<file path="config.mk">
export PLATFORM = sky130hd
export DESIGN_NAME = zero_suppressed_pixel_frame_decoder_unit
export DESIGN_NICKNAME = d
export VERILOG_FILES = /design/src/rtl/zspfd_pkg.sv /design/src/rtl/zspfd_half.sv /design/src/rtl/zspfd_out.sv /design/src/rtl/zero_suppressed_pixel_frame_decoder_unit.sv
export SDC_FILE = /design/constraint.sdc
export NUM_CORES = 1
export LEC_CHECK = 0
export BUFFER_PORTS_ARGS = -buffer_cell sky130_fd_sc_hd__buf_2
export CORE_ASPECT_RATIO = 1.4
export CORE_MARGIN = 2
export CORE_UTILIZATION = 56
export CTS_BUF_LIST = sky130_fd_sc_hd__clkbuf_4 sky130_fd_sc_hd__clkbuf_8 sky130_fd_sc_hd__clkbuf_16
export DETAILED_ROUTE_END_ITERATION = 7
export GPL_ROUTABILITY_DRIVEN = 1
export PLACE_DENSITY = 0.85
export SETUP_SLACK_MARGIN = 0.15
export SYNTH_ARGS = -nofsm -noshare
export SYNTH_HDL_FRONTEND = slang
export SYNTH_HIERARCHICAL = 1
export SYNTH_SLANG_ARGS = --single-unit
</file>
<file path="constraint.sdc">
create_clock -name clk_i -period 9.25 [get_ports clk_i]
set_input_delay 1.3875 -clock clk_i [delete_from_list [all_inputs] [get_ports clk_i]]
set_output_delay 1.3875 -clock clk_i [all_outputs]
set_load 0.05 [all_outputs]
</file>
<file path="src/rtl/zspfd_pkg.sv">
// ----------------------------------------------------------------------------
// zspfd_pkg
// Shared types, codes and constants of the zero-suppressed pixel frame decoder.
// ----------------------------------------------------------------------------
`default_nettype none

package zspfd_pkg;

  localparam int PIVOT_OFFSET_DEF = 64;
  localparam int MAX_BOARDS_DEF   = 8;

  localparam int WORD_W  = 32;
  localparam int HALF_W  = 16;
  localparam int COL_W   = 12;
  localparam int SCOL_W  = 11;
  localparam int ROW_W   = 11;
  localparam int PIV_W   = 10;
  localparam int TRIG_W  = 16;
  localparam int BOARD_W = 3;
  localparam int STATE_W = 4;
  localparam int LEN_W   = 16;
  localparam int REM_W   = 17;
  localparam int KIND_W  = 2;
  localparam int RUN_W   = 3;

  localparam int S_TDATA_W = 32;
  localparam int S_TUSER_W = 2;
  localparam int M_TDATA_W = 48;
  localparam int M_TUSER_W = 2;

  // ((x mod 9216) / 16) == (x >> 4) mod 576; quotient of (x >> 4) / 576
  // taken as ((x >> 10) * 57) >> 9, exact for the input range here
  localparam int PIV_SUM_W = 17;
  localparam int PIV_Q_W   = 4;
  localparam logic [5:0]  PIV_RECIP = 6'd57;
  localparam int          PIV_SHIFT = 9;
  localparam logic [12:0] ROW_MOD   = 13'd576;

  localparam logic [KIND_W-1:0] KIND_HIT     = 2'd0;
  localparam logic [KIND_W-1:0] KIND_TRUNC   = 2'd1;
  localparam logic [KIND_W-1:0] KIND_BADLINE = 2'd2;

  typedef enum logic [2:0] {
    PH_IDLE   = 3'd0,
    PH_WORD1  = 3'd1,
    PH_COUNT  = 3'd2,
    PH_LENGTH = 3'd3,
    PH_DATA   = 3'd4,
    PH_TRAIL1 = 3'd5,
    PH_TRAIL2 = 3'd6
  } phase_e;

  typedef enum logic [1:0] {
    EV_NONE = 2'd0,
    EV_RUN  = 2'd1,
    EV_BAD  = 2'd2
  } ev_e;

  // line decoding state carried from one half-word to the next
  typedef struct packed {
    logic               dead;
    logic [STATE_W-1:0] states;
    logic [ROW_W-1:0]   row;
  } line_st_t;

  // what one half-word yields: a run of hits, a bad line, or nothing
  typedef struct packed {
    ev_e               kind;
    logic [SCOL_W-1:0] col;
    logic [1:0]        num;
    logic [ROW_W-1:0]  row;
    logic              ap;
  } half_ev_t;

  typedef struct packed {
    half_ev_t           h0;
    half_ev_t           h1;
    logic               trunc;
    logic               frame;
    logic [BOARD_W-1:0] board;
    logic [TRIG_W-1:0]  trig;
    logic               mism;
  } bundle_t;

  function automatic logic [RUN_W-1:0] ev_count(input half_ev_t ev);
    logic [RUN_W-1:0] c;
    case (ev.kind)
      EV_RUN:  c = {1'b0, ev.num} + RUN_W'(1);
      EV_BAD:  c = RUN_W'(1);
      default: c = '0;
    endcase
    return c;
  endfunction

endpackage

`default_nettype wire

</file>
<file path="src/rtl/zspfd_half.sv">
// ----------------------------------------------------------------------------
// zspfd_half
// Decodes one 16-bit half of a data word: line header or state word.
// ----------------------------------------------------------------------------
`default_nettype none

module zspfd_half (
  input  wire logic [zspfd_pkg::HALF_W-1:0] half_i,
  input  wire logic [zspfd_pkg::REM_W-1:0]  remaining_i,
  input  wire logic [zspfd_pkg::PIV_W-1:0]  pivot_row_i,
  input  zspfd_pkg::line_st_t               st_i,
  output zspfd_pkg::line_st_t               st_o,
  output zspfd_pkg::half_ev_t               ev_o
);

  logic [zspfd_pkg::STATE_W-1:0] ns;
  logic [zspfd_pkg::ROW_W-1:0]   hdr_row;
  logic [zspfd_pkg::REM_W-1:0]   need;

  assign ns      = half_i[3:0];
  assign hdr_row = half_i[14:4];
  assign need    = zspfd_pkg::REM_W'(ns) + zspfd_pkg::REM_W'(1);

  always_comb begin
    st_o      = st_i;
    ev_o      = '0;
    ev_o.kind = zspfd_pkg::EV_NONE;
    if (!st_i.dead) begin
      if (st_i.states != '0) begin
        ev_o.kind   = zspfd_pkg::EV_RUN;
        ev_o.col    = half_i[12:2];
        ev_o.num    = half_i[1:0];
        ev_o.row    = st_i.row;
        ev_o.ap     = (st_i.row >= zspfd_pkg::ROW_W'(pivot_row_i));
        st_o.states = st_i.states - zspfd_pkg::STATE_W'(1);
      end else if (remaining_i <= zspfd_pkg::REM_W'(1)) begin
        // last half of the frame never opens a line
        st_o.dead = 1'b1;
      end else if (need > remaining_i) begin
        st_o.dead = 1'b1;
        ev_o.kind = zspfd_pkg::EV_BAD;
        ev_o.row  = hdr_row;
      end else begin
        st_o.states = ns;
        st_o.row    = hdr_row;
      end
    end
  end

endmodule

`default_nettype wire

</file>
<file path="src/rtl/zspfd_out.sv">
// ----------------------------------------------------------------------------
// zspfd_out
// Result stage: one staging slot plus an expander that emits one result
// item per cycle from the current bundle while m_axis_tready is high.
// ----------------------------------------------------------------------------
`default_nettype none

module zspfd_out (
  input  wire logic                            clk_i,
  input  wire logic                            rst_ni,
  input  wire logic                            push_i,
  input  zspfd_pkg::bundle_t                   bundle_i,
  output logic                                 ready_o,
  output logic                                 m_axis_tvalid,
  input  wire logic                            m_axis_tready,
  // tdata: column[11:0], row[22:12], after_pivot[23], frame_out[24],
  //        board[27:25], trigger[43:28], length_mismatch[44], zero pad
  output logic [zspfd_pkg::M_TDATA_W-1:0]      m_axis_tdata,
  output logic                                 m_axis_tlast,
  // tuser: kind[1:0]
  output logic [zspfd_pkg::M_TUSER_W-1:0]      m_axis_tuser
);

  localparam int RW = zspfd_pkg::RUN_W;

  zspfd_pkg::bundle_t stg_q, cur_q;
  logic               stg_v_q;
  logic [RW-1:0]      rem0_q, rem0_d, rem1_q, rem1_d;
  logic               rem2_q, rem2_d;
  logic               cur_v, last, pop, exp_free, take;
  logic [RW:0]        total;
  logic [RW-1:0]      j;
  logic [zspfd_pkg::KIND_W-1:0] kind;
  logic [zspfd_pkg::COL_W-1:0]  col;
  logic [zspfd_pkg::ROW_W-1:0]  row;
  logic                         ap;

  assign total    = (RW+1)'(rem0_q) + (RW+1)'(rem1_q) + (RW+1)'(rem2_q);
  assign cur_v    = (total != '0);
  assign last     = (total == (RW+1)'(1));
  assign pop      = cur_v && m_axis_tready;
  assign exp_free = !cur_v || (pop && last);
  assign take     = stg_v_q && exp_free;
  assign ready_o  = !stg_v_q || exp_free;

  always_comb begin
    rem0_d = rem0_q;
    rem1_d = rem1_q;
    rem2_d = rem2_q;
    if (take) begin
      rem0_d = zspfd_pkg::ev_count(stg_q.h0);
      rem1_d = zspfd_pkg::ev_count(stg_q.h1);
      rem2_d = stg_q.trunc;
    end else if (pop) begin
      if (rem0_q != '0) begin
        rem0_d = rem0_q - RW'(1);
      end else if (rem1_q != '0) begin
        rem1_d = rem1_q - RW'(1);
      end else begin
        rem2_d = 1'b0;
      end
    end
  end

  always_ff @(posedge clk_i or negedge rst_ni) begin
    if (!rst_ni) begin
      stg_v_q <= 1'b0;
      rem0_q  <= '0;
      rem1_q  <= '0;
      rem2_q  <= 1'b0;
    end else begin
      if (push_i) begin
        stg_v_q <= 1'b1;
      end else if (take) begin
        stg_v_q <= 1'b0;
      end
      rem0_q <= rem0_d;
      rem1_q <= rem1_d;
      rem2_q <= rem2_d;
    end
  end

  always_ff @(posedge clk_i) begin
    if (take) begin
      cur_q <= stg_q;
    end
    if (push_i) begin
      stg_q <= bundle_i;
    end
  end

  // pick the slot in progress; j is the offset within a run
  always_comb begin
    kind = zspfd_pkg::KIND_TRUNC;
    col  = '0;
    row  = '0;
    ap   = 1'b0;
    j    = '0;
    if (rem0_q != '0) begin
      j    = zspfd_pkg::ev_count(cur_q.h0) - rem0_q;
      kind = (cur_q.h0.kind == zspfd_pkg::EV_RUN) ? zspfd_pkg::KIND_HIT
                                                  : zspfd_pkg::KIND_BADLINE;
      col  = zspfd_pkg::COL_W'(cur_q.h0.col) + zspfd_pkg::COL_W'(j);
      row  = cur_q.h0.row;
      ap   = cur_q.h0.ap;
    end else if (rem1_q != '0) begin
      j    = zspfd_pkg::ev_count(cur_q.h1) - rem1_q;
      kind = (cur_q.h1.kind == zspfd_pkg::EV_RUN) ? zspfd_pkg::KIND_HIT
                                                  : zspfd_pkg::KIND_BADLINE;
      col  = zspfd_pkg::COL_W'(cur_q.h1.col) + zspfd_pkg::COL_W'(j);
      row  = cur_q.h1.row;
      ap   = cur_q.h1.ap;
    end
  end

  assign m_axis_tvalid = cur_v;
  assign m_axis_tlast  = last;
  assign m_axis_tuser  = kind;
  assign m_axis_tdata  = {3'b000, cur_q.mism, cur_q.trig, cur_q.board, cur_q.frame,
                          ap, row, col};

endmodule

`default_nettype wire

</file>
<file path="src/rtl/zero_suppressed_pixel_frame_decoder_unit.sv">
// ----------------------------------------------------------------------------
// zero_suppressed_pixel_frame_decoder_unit
// Parses readout blocks of zero-suppressed pixel data and emits hit items.
// ----------------------------------------------------------------------------
//  channel  | dir | tdata                 | tuser          | tlast
//  s_axis   | in  | readout word [31:0]   | first, frame   | final word of block
//  m_axis   | out | hit fields (45 bits)  | kind           | last item of word
//
//  Each accepted word is decoded in the accept cycle; its results move as one
//  bundle into a staging slot, then an expander emits one item per cycle
//  while m_axis_tready is high. A word yields 0..9 results.
//  Reset clears the phase and all control state; a new word can be taken
//  while results of earlier words still wait on a stalled m_axis.
// ----------------------------------------------------------------------------
`default_nettype none

module zero_suppressed_pixel_frame_decoder_unit #(
  parameter int PIVOT_OFFSET = zspfd_pkg::PIVOT_OFFSET_DEF,
  parameter int MAX_BOARDS   = zspfd_pkg::MAX_BOARDS_DEF
) (
  input  wire logic                              clk_i,
  input  wire logic                              rst_ni,
  input  wire logic                              s_axis_tvalid,
  output logic                                   s_axis_tready,
  // tdata: word[31:0]
  input  wire logic [zspfd_pkg::S_TDATA_W-1:0]   s_axis_tdata,
  input  wire logic                              s_axis_tlast,
  // tuser: first[0], frame[1]
  input  wire logic [zspfd_pkg::S_TUSER_W-1:0]   s_axis_tuser,
  output logic                                   m_axis_tvalid,
  input  wire logic                              m_axis_tready,
  // tdata: column[11:0], row[22:12], after_pivot[23], frame_out[24],
  //        board[27:25], trigger[43:28], length_mismatch[44], zero pad
  output logic [zspfd_pkg::M_TDATA_W-1:0]        m_axis_tdata,
  output logic                                   m_axis_tlast,
  // tuser: kind[1:0]
  output logic [zspfd_pkg::M_TUSER_W-1:0]        m_axis_tuser
);

  localparam int BC_W  = $clog2(MAX_BOARDS + 1);
  localparam int BRD_W = (BC_W > zspfd_pkg::BOARD_W) ? BC_W : zspfd_pkg::BOARD_W;

  zspfd_pkg::phase_e phase_q, phase_d, phase_step;
  logic [zspfd_pkg::PIV_W-1:0]   pivot_q, pivot_d;
  logic [zspfd_pkg::TRIG_W-1:0]  trig_q, trig_d;
  logic [BRD_W-1:0]              board_q, board_d, board_inc;
  logic [zspfd_pkg::LEN_W-1:0]   wl_q, wl_d, wl_dec, len_lo, len_hi;
  logic                          mism_q, mism_d;
  zspfd_pkg::line_st_t           st_q, st_d, st_h0, st_h1;
  zspfd_pkg::half_ev_t           ev_h0, ev_h1;
  zspfd_pkg::bundle_t            bundle;

  logic                          acc, first, fin, fr, data_step, active, ok, trunc, push;
  logic [zspfd_pkg::REM_W-1:0]   rem0, rem1;
  logic [zspfd_pkg::PIV_SUM_W-1:0] piv_sum;
  logic [12:0]                   piv_v, piv_r;
  logic [6:0]                    piv_t;
  logic [12:0]                   piv_prod;
  logic [zspfd_pkg::PIV_Q_W-1:0] piv_q;
  logic                          out_ready;

  assign first = s_axis_tuser[0];
  assign fr    = s_axis_tuser[1];
  assign fin   = s_axis_tlast;
  assign acc   = s_axis_tvalid && s_axis_tready;
  assign s_axis_tready = out_ready;

  assign len_lo    = s_axis_tdata[15:0];
  assign len_hi    = s_axis_tdata[31:16];
  assign wl_dec    = wl_q - zspfd_pkg::LEN_W'(1);
  assign board_inc = board_q + BRD_W'(1);
  assign data_step = !first && (phase_q == zspfd_pkg::PH_DATA);

  // pivot row = ((pivot + offset) mod 9216) / 16
  assign piv_sum  = zspfd_pkg::PIV_SUM_W'(s_axis_tdata[15:0])
                  + zspfd_pkg::PIV_SUM_W'(PIVOT_OFFSET);
  assign piv_v    = piv_sum[16:4];
  assign piv_t    = piv_v[12:6];
  assign piv_prod = 13'(piv_t) * 13'(zspfd_pkg::PIV_RECIP);
  assign piv_q    = piv_prod[12:zspfd_pkg::PIV_SHIFT];
  assign piv_r    = piv_v - 13'(13'(piv_q) * zspfd_pkg::ROW_MOD);

  assign rem0 = {wl_q, 1'b0};
  assign rem1 = {wl_q, 1'b0} - zspfd_pkg::REM_W'(1);

  zspfd_half u_half0 (
    .half_i      (s_axis_tdata[15:0]),
    .remaining_i (rem0),
    .pivot_row_i (pivot_q),
    .st_i        (st_q),
    .st_o        (st_h0),
    .ev_o        (ev_h0)
  );

  zspfd_half u_half1 (
    .half_i      (s_axis_tdata[31:16]),
    .remaining_i (rem1),
    .pivot_row_i (pivot_q),
    .st_i        (st_h0),
    .st_o        (st_h1),
    .ev_o        (ev_h1)
  );

  // phase sequencing
  always_comb begin
    phase_step = phase_q;
    if (first) begin
      phase_step = zspfd_pkg::PH_WORD1;
    end else begin
      case (phase_q)
        zspfd_pkg::PH_WORD1:  phase_step = zspfd_pkg::PH_COUNT;
        zspfd_pkg::PH_COUNT:  phase_step = zspfd_pkg::PH_LENGTH;
        zspfd_pkg::PH_LENGTH: begin
          phase_step = ((len_lo > len_hi ? len_lo : len_hi) == '0) ?
                       zspfd_pkg::PH_TRAIL1 : zspfd_pkg::PH_DATA;
        end
        zspfd_pkg::PH_DATA: begin
          phase_step = (wl_dec == '0) ? zspfd_pkg::PH_TRAIL1 : zspfd_pkg::PH_DATA;
        end
        zspfd_pkg::PH_TRAIL1: phase_step = zspfd_pkg::PH_TRAIL2;
        zspfd_pkg::PH_TRAIL2: begin
          phase_step = (board_inc >= BRD_W'(MAX_BOARDS)) ?
                       zspfd_pkg::PH_IDLE : zspfd_pkg::PH_COUNT;
        end
        default: phase_step = phase_q;
      endcase
    end
    phase_d = phase_q;
    if (acc) begin
      phase_d = fin ? zspfd_pkg::PH_IDLE : phase_step;
    end
  end

  // block end checks: a final word is fine only as one of the two trailer words
  always_comb begin
    active = first || (phase_q != zspfd_pkg::PH_IDLE);
    ok     = (phase_step == zspfd_pkg::PH_TRAIL2) ||
             (!first && (phase_q == zspfd_pkg::PH_TRAIL2));
    trunc  = fin && active && !ok;
  end

  // datapath state
  always_comb begin
    pivot_d = pivot_q;
    trig_d  = trig_q;
    board_d = board_q;
    wl_d    = wl_q;
    mism_d  = mism_q;
    st_d    = st_q;
    if (first) begin
      board_d   = '0;
      wl_d      = '0;
      mism_d    = 1'b0;
      st_d.dead = 1'b0;
      st_d.states = '0;
    end else begin
      case (phase_q)
        zspfd_pkg::PH_WORD1: begin
          if (!fr) begin
            trig_d  = s_axis_tdata[31:16];
            pivot_d = piv_r[zspfd_pkg::PIV_W-1:0];
          end
        end
        zspfd_pkg::PH_LENGTH: begin
          mism_d      = (len_lo != len_hi);
          wl_d        = (len_lo > len_hi) ? len_lo : len_hi;
          st_d.states = '0;
          st_d.dead   = 1'b0;
        end
        zspfd_pkg::PH_DATA: begin
          st_d = st_h1;
          wl_d = wl_dec;
        end
        zspfd_pkg::PH_TRAIL2: board_d = board_inc;
        default: ;
      endcase
    end
  end

  always_comb begin
    bundle       = '0;
    bundle.h0    = ev_h0;
    bundle.h1    = ev_h1;
    if (!data_step) begin
      bundle.h0.kind = zspfd_pkg::EV_NONE;
      bundle.h1.kind = zspfd_pkg::EV_NONE;
    end
    bundle.trunc = trunc;
    bundle.frame = fr;
    bundle.board = board_d[zspfd_pkg::BOARD_W-1:0];
    bundle.trig  = trig_d;
    bundle.mism  = mism_d;
  end

  assign push = acc && ((bundle.h0.kind != zspfd_pkg::EV_NONE) ||
                        (bundle.h1.kind != zspfd_pkg::EV_NONE) || bundle.trunc);

  always_ff @(posedge clk_i or negedge rst_ni) begin
    if (!rst_ni) begin
      phase_q <= zspfd_pkg::PH_IDLE;
      pivot_q <= '0;
      trig_q  <= '0;
      board_q <= '0;
      wl_q    <= '0;
      mism_q  <= 1'b0;
      st_q    <= '0;
    end else begin
      phase_q <= phase_d;
      if (acc) begin
        pivot_q <= pivot_d;
        trig_q  <= trig_d;
        board_q <= board_d;
        wl_q    <= wl_d;
        mism_q  <= mism_d;
        st_q    <= st_d;
      end
    end
  end

  zspfd_out u_out (
    .clk_i         (clk_i),
    .rst_ni        (rst_ni),
    .push_i        (push),
    .bundle_i      (bundle),
    .ready_o       (out_ready),
    .m_axis_tvalid (m_axis_tvalid),
    .m_axis_tready (m_axis_tready),
    .m_axis_tdata  (m_axis_tdata),
    .m_axis_tlast  (m_axis_tlast),
    .m_axis_tuser  (m_axis_tuser)
  );

  // a data phase always has words left to read
  a_data_len : assert property (@(posedge clk_i) disable iff (!rst_ni)
    (phase_q == zspfd_pkg::PH_DATA) |-> (wl_q != '0))
    else $error("data phase with no words left");

  a_board_max : assert property (@(posedge clk_i) disable iff (!rst_ni)
    board_q <= BRD_W'(MAX_BOARDS))
    else $error("board index past limit");

  a_kind_ok : assert property (@(posedge clk_i) disable iff (!rst_ni)
    m_axis_tvalid |-> (m_axis_tuser != 2'd3))
    else $error("undefined result kind");

  // a truncation is the last item of its word
  a_trunc_last : assert property (@(posedge clk_i) disable iff (!rst_ni)
    (m_axis_tvalid && (m_axis_tuser == zspfd_pkg::KIND_TRUNC)) |-> m_axis_tlast)
    else $error("truncation item not last");

endmodule

`default_nettype wire
</file>
==> impl_metrics.yaml, run 1 <==
status:
  status: "finished, final reports clean"
routing:
  drt-total-wl_mm: 34.18
  viasPerCell: 6.105
  drc: 0
  vias: 9981
  drt-pass1-iter-count: 5
  wl_per_cell_um: 20.91
  postRouteAntennaNets: 0
  first_iter_violations: 691
finish:
  multi_input_comb_area_sq_um: 6501
  seq_area_sq_um: 6386
  nFillCells: 1910
  post-route-util: 0.6209
  nets: 1467
  drive_gt1_frac: 0.1562
  syn2layout_area_growth_pct: 9.087
  fin_area_sq_um: 14890
  n_antenna_cell: 0
pwr:
  ir_worst_vdd_mv: 0.3516
  power_density_nw_per_um2: 344.4
  leakage_nw: 6.376
sta:
  finalMaxSlewViolations: 0
  min_period_ps: 6461
  rsz0062_at_grt: "no"
  final-hold-violation-count: 0
  setup_tns_ps: 0
  slew_headroom: 0.1590
  max_freq_mhz: 154.8
  min_period_over_period: 0.6985
  setup_violations: 0
  skew_ps: 22.21
  tightest_slew_ps: 1257
synthesis:
  async_flop_share: 0.3289
  synth_fa_ha_area_frac: 0.1174
  synth-xor-area-share: 0.03530
  synth_mux_area_frac: 0.03677
  synth_seq_cells: 225
  synth-simple-area-share: 0.1515
  yosysTopAreaCell: "edfxtp_1"
  synth_compound_area_frac: 0.1325
  synth_area_leaders: "edfxtp_1, dfrtp_1, ha_1, nand2_1, a22o_1"
  synth_top_family_by_area: "simple AND/OR/NAND/NOR gates"
  synth-seq-area-share: 0.4680
  synth.distinct_cells: 90
  avgSynthCellArea_sq_um: 10.79
  ys_warn_count: 6
  syn_area_sq_um: 13650
  synthFlopType: "edfxtp_1"
  synth_edf_count: 151
  synth_top_area_frac: 0.3323
  postSynthCellCount: 1265
global_route:
  antenna_found_initial: 0
  grt_pass1_vias: 9862
  grt_overflow_total: 0
  grt_first_pass_wirelength_mm: 53.13
  grt_max_degree: 78
  track_usage: 0.2680
setup_path:
  crit_arrival_ps: 6580
  critPathMaxFanout: 77
  crit_required_ps: 9370
  critPathKind: "primary input to flip-flop"
  endpoint_kind: "flip-flop"
  cp-start-kind: "primary input"
floorplanning:
  initial_utilization: 0.5691
  core-area_sq_um: 23980
  rows: 67
  die_y_um: 188.7
  dieArea_sq_um: 25650
  die_x_um: 135.9
  ioPinCount: 92
clock_tree:
  clk_pin_slew_worst_paths_ps: 70
  clock_sinks: 225
  insertion_delay_ps: 520
  cts_max_path_buffers: 3
  cts_tree: "built"
  cts_resized: 0
  clockRootBuffer: "clkbuf_16"
  cts_htree_levels: 1
  cts_setup_buffers: 0
  cts-buffers-inserted: 22
  holdBufCountCts: 0
placement:
  dpl.hpwl_mm: 25.36
  portBuffers: 88
  place_congestion: 0.9700
  dpl_cell_area_sq_um: 14120
min_path:
  min_path_type: "flip-flop to flip-flop"
run:
  cap_violations: 0
-- layer usage --
metal  part of all wire  GRT usage
met1               0.38     0.3180
met2               0.51     0.4812
met4              0.047     0.1210
met5                  0          0
met3              0.057    0.03282
-- worst paths after layout --
check                           startpoint                endpoint  slack (ps)  cells past startpoint
setup reg to reg                   wl_q[6]         u_out/stg_q[60]        3470                     13
hold reg to reg            u_out/stg_q[20]  u_out/m_axis_tdata[24]         420                      0
setup / recovery           s_axis_tdata[0]         u_out/stg_q[60]        2790                     18
max in group asynchronous           rst_ni                 wl_q[4]        7530                      1
hold / removal             u_out/stg_q[20]  u_out/m_axis_tdata[24]         420                      0
min in group asynchronous           rst_ni              pivot_q[7]        1050                      1
-- sequential cells by signal, summed over array words and instances, names as in the netlist, 4 cells and up --
| signal | count |
|---|---|
| board_q | 4 |
| pivot_q | 10 |
| u_out/stg_q | 76 |
| st_q | 16 |
| u_out/cur_q | 54 |
| wl_q | 16 |
| trig_q | 16 |
| u_out/m_axis_tdata | 21 |
-- layout make-up --
type | instances | share of cell area
multi-input cells | 872 | 0.4367
flip-flops and latches | 225 | 0.4290
clock buffers | 26 | 0.04018
repair buffers | 95 | 0.03329
well taps | 310 | 0.02606
inverters | 93 | 0.02345
clock inverters | 14 | 0.01126
-- per-stage QoR --
step	worst slack (ps)	hold WS, ps	instances	power, mW
after floorplan	1328	400.3	1267	3.592
after global placement	2526	402.2	1595	4.065
after detailed placement	2310	404.5	1595	4.138
after CTS	2814	419.5	1635	5.096
after global routing	2361	423.3	1635	5.418
final	2789	418.1	1635	5.126
-- Yosys cell counts (22+ instances only) --
library cell	instances
buf_4	26
xor2_1	32
dfrtp_1	74
inv_1	93
nor3_1	22
nand2_1	135
and2_1	25
o21ai_0	59
a21oi_1	53
clkbuf_1	39
nand3_1	29
ha_1	104
xnor2_1	23
a22o_1	44
edfxtp_1	151
nor2_1	59
-- logic make-up after synthesis --
family	Yosys count
buffers and inverters	170
AOI/OAI and AO/OA	261
adders and majority gates	119
other	3
DFF	225
and+or+nand+nor	393
xor gates and xnor gates	55
muxes	39
-- cells in the final DEF (no fill, tap or decap), types with 5 or more instances in the layout --
cell | Yosys | routed
nor3_1 | 22 | 21
o211ai_1 | 6 | 6
mux2_4 | 17 | 17
nand3_1 | 29 | 29
buf_4 | 26 | 8
and2_1 | 25 | 25
nor2b_1 | 9 | 9
nor3b_1 | 5 | 5
dfrtp_1 | 74 | 74
a22oi_1 | 9 | 9
inv_1 | 93 | 92
nor4_1 | 17 | 17
buf_2 | 5 | 87
o21ai_0 | 59 | 59
edfxtp_1 | 151 | 151
nor2_1 | 59 | 58
nand2b_1 | 9 | 9
nand2_1 | 135 | 135
xor2_1 | 32 | 32
a21oi_1 | 53 | 53
mux2_2 | 21 | 21
a22o_1 | 44 | 44
or4_1 | 9 | 9
o21a_1 | 6 | 6
clkbuf_16 | 0 | 23
fa_1 | 15 | 15
ha_1 | 104 | 104
and3_1 | 20 | 20
xnor2_1 | 23 | 23
o22ai_1 | 13 | 13
nand4_1 | 12 | 12
conb_1 | 3 | 5
a21o_1 | 15 | 15
-- worst max-delay path, cell delays in order --
cell	delay, ps
buf_2	170
ha_1	240
and3_1	180
ha_1	300
and3_1	210
o21a_1	140
o211ai_4	240
nor2b_4	520
a222oi_1	200
inv_1	120
ha_1	230
nand2_1	120
or4_1	530
nor3_2	680
or4_1	220
a21oi_1	100
nor3_4	190
buf_4	770
-- report_power, final --
part           total [mW]  switching (mW)  internal, mW
clock network       0.944           0.390         0.554
registers            1.68           0.242          1.43
logic                2.51            1.61         0.893
total                5.13            2.25          2.88
Power figures use the tool's default switching activity.
==> run 2: changes to the inputs <==
==> constraint.sdc (replaced) <==
create_clock -name clk_i -period 5.5 [get_ports clk_i]
set_input_delay 0.825 -clock clk_i [delete_from_list [all_inputs] [get_ports clk_i]]
set_output_delay 0.825 -clock clk_i [all_outputs]
set_load 0.05 [all_outputs]
==> impl_metrics.yaml, run 2 (synthesis results as in run 1) <==
sta:
  setup_tns_ps: 0
  tightest_slew_ps: 1118
  hold_slack_ps: 414.6
  rsz0062_at_grt: "no"
  finalMaxSlewViolations: 0
  setup_violations: 0
  skew_ps: 15.39
  min_period_over_period: 0.9184
  final-hold-violation-count: 0
  slew_headroom: 0.2542
  min_period_ps: 5051
  max_freq_mhz: 198.0
finish:
  syn2layout_area_growth_pct: 11.46
  regMostFlops: "u_out/stg_q"
  post-route-util: 0.6344
  fin_cells: 1665
  largest_register_ffs: 76
  nFillCells: 1858
  most-common-layout-cells: "edfxtp_1, nand2_1, ha_1, inv_1, buf_2"
  drive_gt1_frac: 0.1905
  nets: 1498
  final_common_cell: "edfxtp_1"
  fin_area_sq_um: 15210
global_route:
  grt_pass1_vias: 10200
  grt_first_pass_wirelength_mm: 52.45
  antenna_found_initial: 1
  track_usage: 0.2607
  grt_overflow_total: 0
  grt_max_degree: 78
floorplanning:
  initial_utilization: 0.5691
  die_x_um: 135.9
  dieArea_sq_um: 25650
  rows: 67
  die_y_um: 188.7
  core-area_sq_um: 23980
  ioPinCount: 92
placement:
  portBuffers: 88
  dp.cells: 1627
  dpl_cell_area_sq_um: 14520
  dpl.hpwl_mm: 24.50
  place_congestion: 1.007
clock_tree:
  cts_max_path_buffers: 3
  clockRootBuffer: "clkbuf_16"
  insertion_delay_ps: 490
  clk_pin_slew_worst_paths_ps: 70
  cts-buffers-inserted: 21
  clock_sinks: 225
  holdBufCountCts: 0
  cts_resized: 0
  cts_tree: "built"
  cts_setup_buffers: 0
  cts_htree_levels: 1
setup_path:
  slowest_delay_ps: 480
  endpoint_kind: "flip-flop"
  crit_arrival_ps: 5430
  path_buf_inv: 2
  cp-start-kind: "primary input"
  critPathMaxFanout: 3
  slowest_stage: "fa_1"
  path_cells: "buf_2, nand4_1, or3_4, and2_4, fa_1, inv_1, fa_1, ha_1, ha_1, nand3_2, a2111o_1, a21o_1, nand2b_1, a21oi_2, xor2_1, ha_1, a21oi_2, xnor2_1, xor2_1, nand3_1, a31o_2"
  cpMostUsedCell: "ha_1"
  critPathTopFamily: "adder cells"
  crit_required_ps: 5880
  critPathKind: "primary input to flip-flop"
min_path:
  min_path_type: "flip-flop to flip-flop"
routing:
  drt-pass1-iter-count: 5
  postRouteAntennaNets: 0
  viasPerCell: 6.094
  drc: 0
  vias: 10150
  wl_per_cell_um: 19.73
  first_iter_violations: 828
  drt-total-wl_mm: 32.85
run:
  cap_violations: 0
pwr:
  ir_worst_vdd_mv: 0.8101
  power_density_nw_per_um2: 560.7
  leakage_nw: 6.515
status:
  status: "finished, final reports clean"
## run 2: cell types whose count changed in the layout (fill, tap and decap cells not counted), moves of 3 or more
cell,previous run,this run
a21oi_1,53,49
a21oi_2,0,3
buf_4,8,39
ha_1,104,98
ha_4,0,5
## run 2: worst reg2reg max path: stages, from the launching register on
cell     delay [ps]
dfrtp_1         490
or3_4           460
or3_4           370
or3_1           470
nor4_4          320
xor2_1          140
nor4_1          310
nand3_1         230
or4_1           530
nor3_2          210
or4_4           190
a21oi_4          60
nor3_4          160
buf_12          340
## run 2: layout make-up
type,count,area [sq um],area share
antenna,1,2.502,0.0001645
clock buffer,25,555.5,0.03653
clock inverter,12,132.6,0.008720
inverter,93,349.1,0.02295
multi-input combinational,872,6648,0.4371
sequential,225,6386,0.4199
tap,310,387.9,0.02550
timing repair buffer,127,748.2,0.04919
## run 2: through the flow
step / power, mW / setup slack, ps
after global placement: 6.873 / 34.77
after floorplan: 6.083 / -392.4
after global routing: 9.029 / 184.2
final: 8.528 / 448.6
after CTS: 8.501 / 439.9
after detailed placement: 7.038 / -35.77
## run 2: layer usage
layer | part of all wire | GRT usage
met1 | 0.38 | 0.3059
met2 | 0.50 | 0.4578
met3 | 0.061 | 0.03309
met4 | 0.060 | 0.1450
met5 | 0 | 0
## run 2: path summary, 6_finish.rpt
check,startpoint,end,slack [ps],cells past startpoint
worst max register to register,wl_q[6],u_out/stg_q[54],780,13
min in group asynchronous,rst_ni,st_q[7],480,1
worst max-delay path,s_axis_tdata[10],pivot_q[9],450,21
worst min-delay path,u_out/stg_q[66],u_out/cur_q[66],410,0
worst min register to register,u_out/stg_q[66],u_out/cur_q[66],410,0
max in group asynchronous,rst_ni,u_out/rem1_q[0],4300,1
## run 2: where the power goes
part / internal [mW] / switching, mW / leakage (nW)
registers: 2.41 / 0.406 / 2.35
logic: 1.56 / 2.71 / 3.83
clock network: 0.828 / 0.613 / 0.334
==> run 3: changes to the inputs <==
--- a/config.mk
+++ b/config.mk
@@ -6,7 +6,6 @@
 export NUM_CORES = 1
 export LEC_CHECK = 0
 export BUFFER_PORTS_ARGS = -buffer_cell sky130_fd_sc_hd__buf_2
-export CORE_ASPECT_RATIO = 1.4
 export CORE_MARGIN = 2
 export CORE_UTILIZATION = 56
 export CTS_BUF_LIST = sky130_fd_sc_hd__clkbuf_4 sky130_fd_sc_hd__clkbuf_8 sky130_fd_sc_hd__clkbuf_16
==> impl_metrics.yaml, run 3 (synthesis results as in run 1) <==
setup_path:
  critPathMaxFanout: 3
  endpoint_kind: "flip-flop"
  path_buf_inv: 2
  crit_required_ps: 5920
  crit_arrival_ps: 5500
  path_cells: "buf_2, nand4_1, or3_4, and2_4, fa_1, inv_1, fa_1, ha_1, ha_1, nand3_2, a2111o_1, a21o_1, nand2b_1, a21oi_2, xor2_1, ha_1, a21oi_2, xnor2_1, xor2_1, nand3_1, a31o_2"
  slowest_stage: "fa_1"
  cp-start-kind: "primary input"
  critPathKind: "primary input to flip-flop"
  cpMostUsedCell: "ha_1"
  critPathTopFamily: "adder cells"
  slowest_delay_ps: 490
floorplanning:
  initial_utilization: 0.5661
  dieArea_sq_um: 25630
  rows: 57
  ioPinCount: 92
  core-area_sq_um: 24110
  die_y_um: 160.1
  die_x_um: 160.1
clock_tree:
  holdBufCountCts: 0
  clockRootBuffer: "clkbuf_16"
  cts_resized: 0
  clock_sinks: 225
  cts_htree_levels: 1
  insertion_delay_ps: 530
  cts_setup_buffers: 0
  cts_tree: "built"
  cts_max_path_buffers: 3
  clk_pin_slew_worst_paths_ps: 60
  cts-buffers-inserted: 24
routing:
  first_iter_violations: 1043
  viasPerCell: 6.075
  drt-pass1-iter-count: 6
  top_layer: "met4"
  wl_met1_mm: 13.46
  wl_met3_mm: 2.478
  wl_per_cell_um: 19.60
  drt-total-wl_mm: 33.10
  vias: 10260
  route.met2.wl_mm: 15.90
  drc: 0
  postRouteAntennaNets: 0
run:
  cap_violations: 0
global_route:
  antenna_found_initial: 1
  track_usage: 0.2576
  grt_first_pass_wirelength_mm: 52.84
  grt_overflow_total: 0
  grt_pass1_vias: 10180
  grt_max_degree: 75
pwr:
  ir_worst_vdd_mv: 0.4736
  power_density_nw_per_um2: 570.6
  p_total_mw: 8.811
  leakage_nw: 6.630
min_path:
  min_path_type: "flip-flop to flip-flop"
sta:
  setup_tns_ps: 0
  setup_violations: 0
  max_freq_mhz: 196.7
  min_period_ps: 5083
  final-hold-violation-count: 0
  tightest_slew_ps: 1228
  rsz0062_at_grt: "no"
  finalMaxSlewViolations: 0
  skew_ps: 14.27
  slew_headroom: 0.1751
  min_period_over_period: 0.9241
finish:
  fin_area_sq_um: 15440
  regMostFlops: "u_out/stg_q"
  drive_gt1_frac: 0.1979
  most-common-layout-cells: "edfxtp_1, nand2_1, ha_1, inv_1, buf_2"
  largest_register_ffs: 76
  syn2layout_area_growth_pct: 13.16
  nets: 1504
  final_common_cell: "edfxtp_1"
placement:
  dpl.hpwl_mm: 24.04
  place_congestion: 0.9555
  dpl_cell_area_sq_um: 14570
  portBuffers: 88
status:
  status: "finished, final reports clean"
## run 3: report_power, final
part,internal [mW],switching [mW]
logic,1.58,2.68
clock network,1.05,0.684
registers,2.41,0.411
total,5.04,3.77
## run 3: area by class of cell
| class | instances | area, sq um |
|---|---|---|
| diodes | 1 | 2.502 |
| well taps | 324 | 405.4 |
| inverters | 93 | 349.1 |
| clock inverters | 12 | 163.9 |
| clock buffers | 32 | 703.2 |
| flip-flops and latches | 225 | 6386 |
| fillers | 1851 | 8665 |
| multi-input cells | 872 | 6648 |
| repair buffers | 130 | 783.3 |
## run 3: worst paths after layout
path	startpoint	to	slack (ps)	cells past startpoint
max	s_axis_tdata[10]	pivot_q[9]	420	21
min	u_out/stg_q[40]	u_out/cur_q[40]	410	0
max reg2reg	wl_q[6]	u_out/stg_q[66]	590	13
min reg2reg	u_out/stg_q[40]	u_out/cur_q[40]	410	0
max in group asynchronous	rst_ni	st_q[8]	4350	1
min in group asynchronous	rst_ni	board_q[0]	470	1
## run 3: stage by stage
step	hold slack, ps	utilization	std cells	setup WS, ps
after global routing	418.3	0.6405	1688	176.0
final	414.5	0.6406	1689	417.3
after detailed placement	404.5	0.6045	1644	-90.56
after floorplan	400.3	-	1267	-392.4
after global placement	401.1	0.6045	1644	35.46
after CTS	415.1	0.6405	1688	425.6
## run 3: routing by layer
layer / vias up / track usage
li1: 4735 / -
met1: 4994 / 0.3413
met2: 433 / 0.4292
met3: 99 / 0.03792
met4: 0 / 0.1040
met5: - / 0
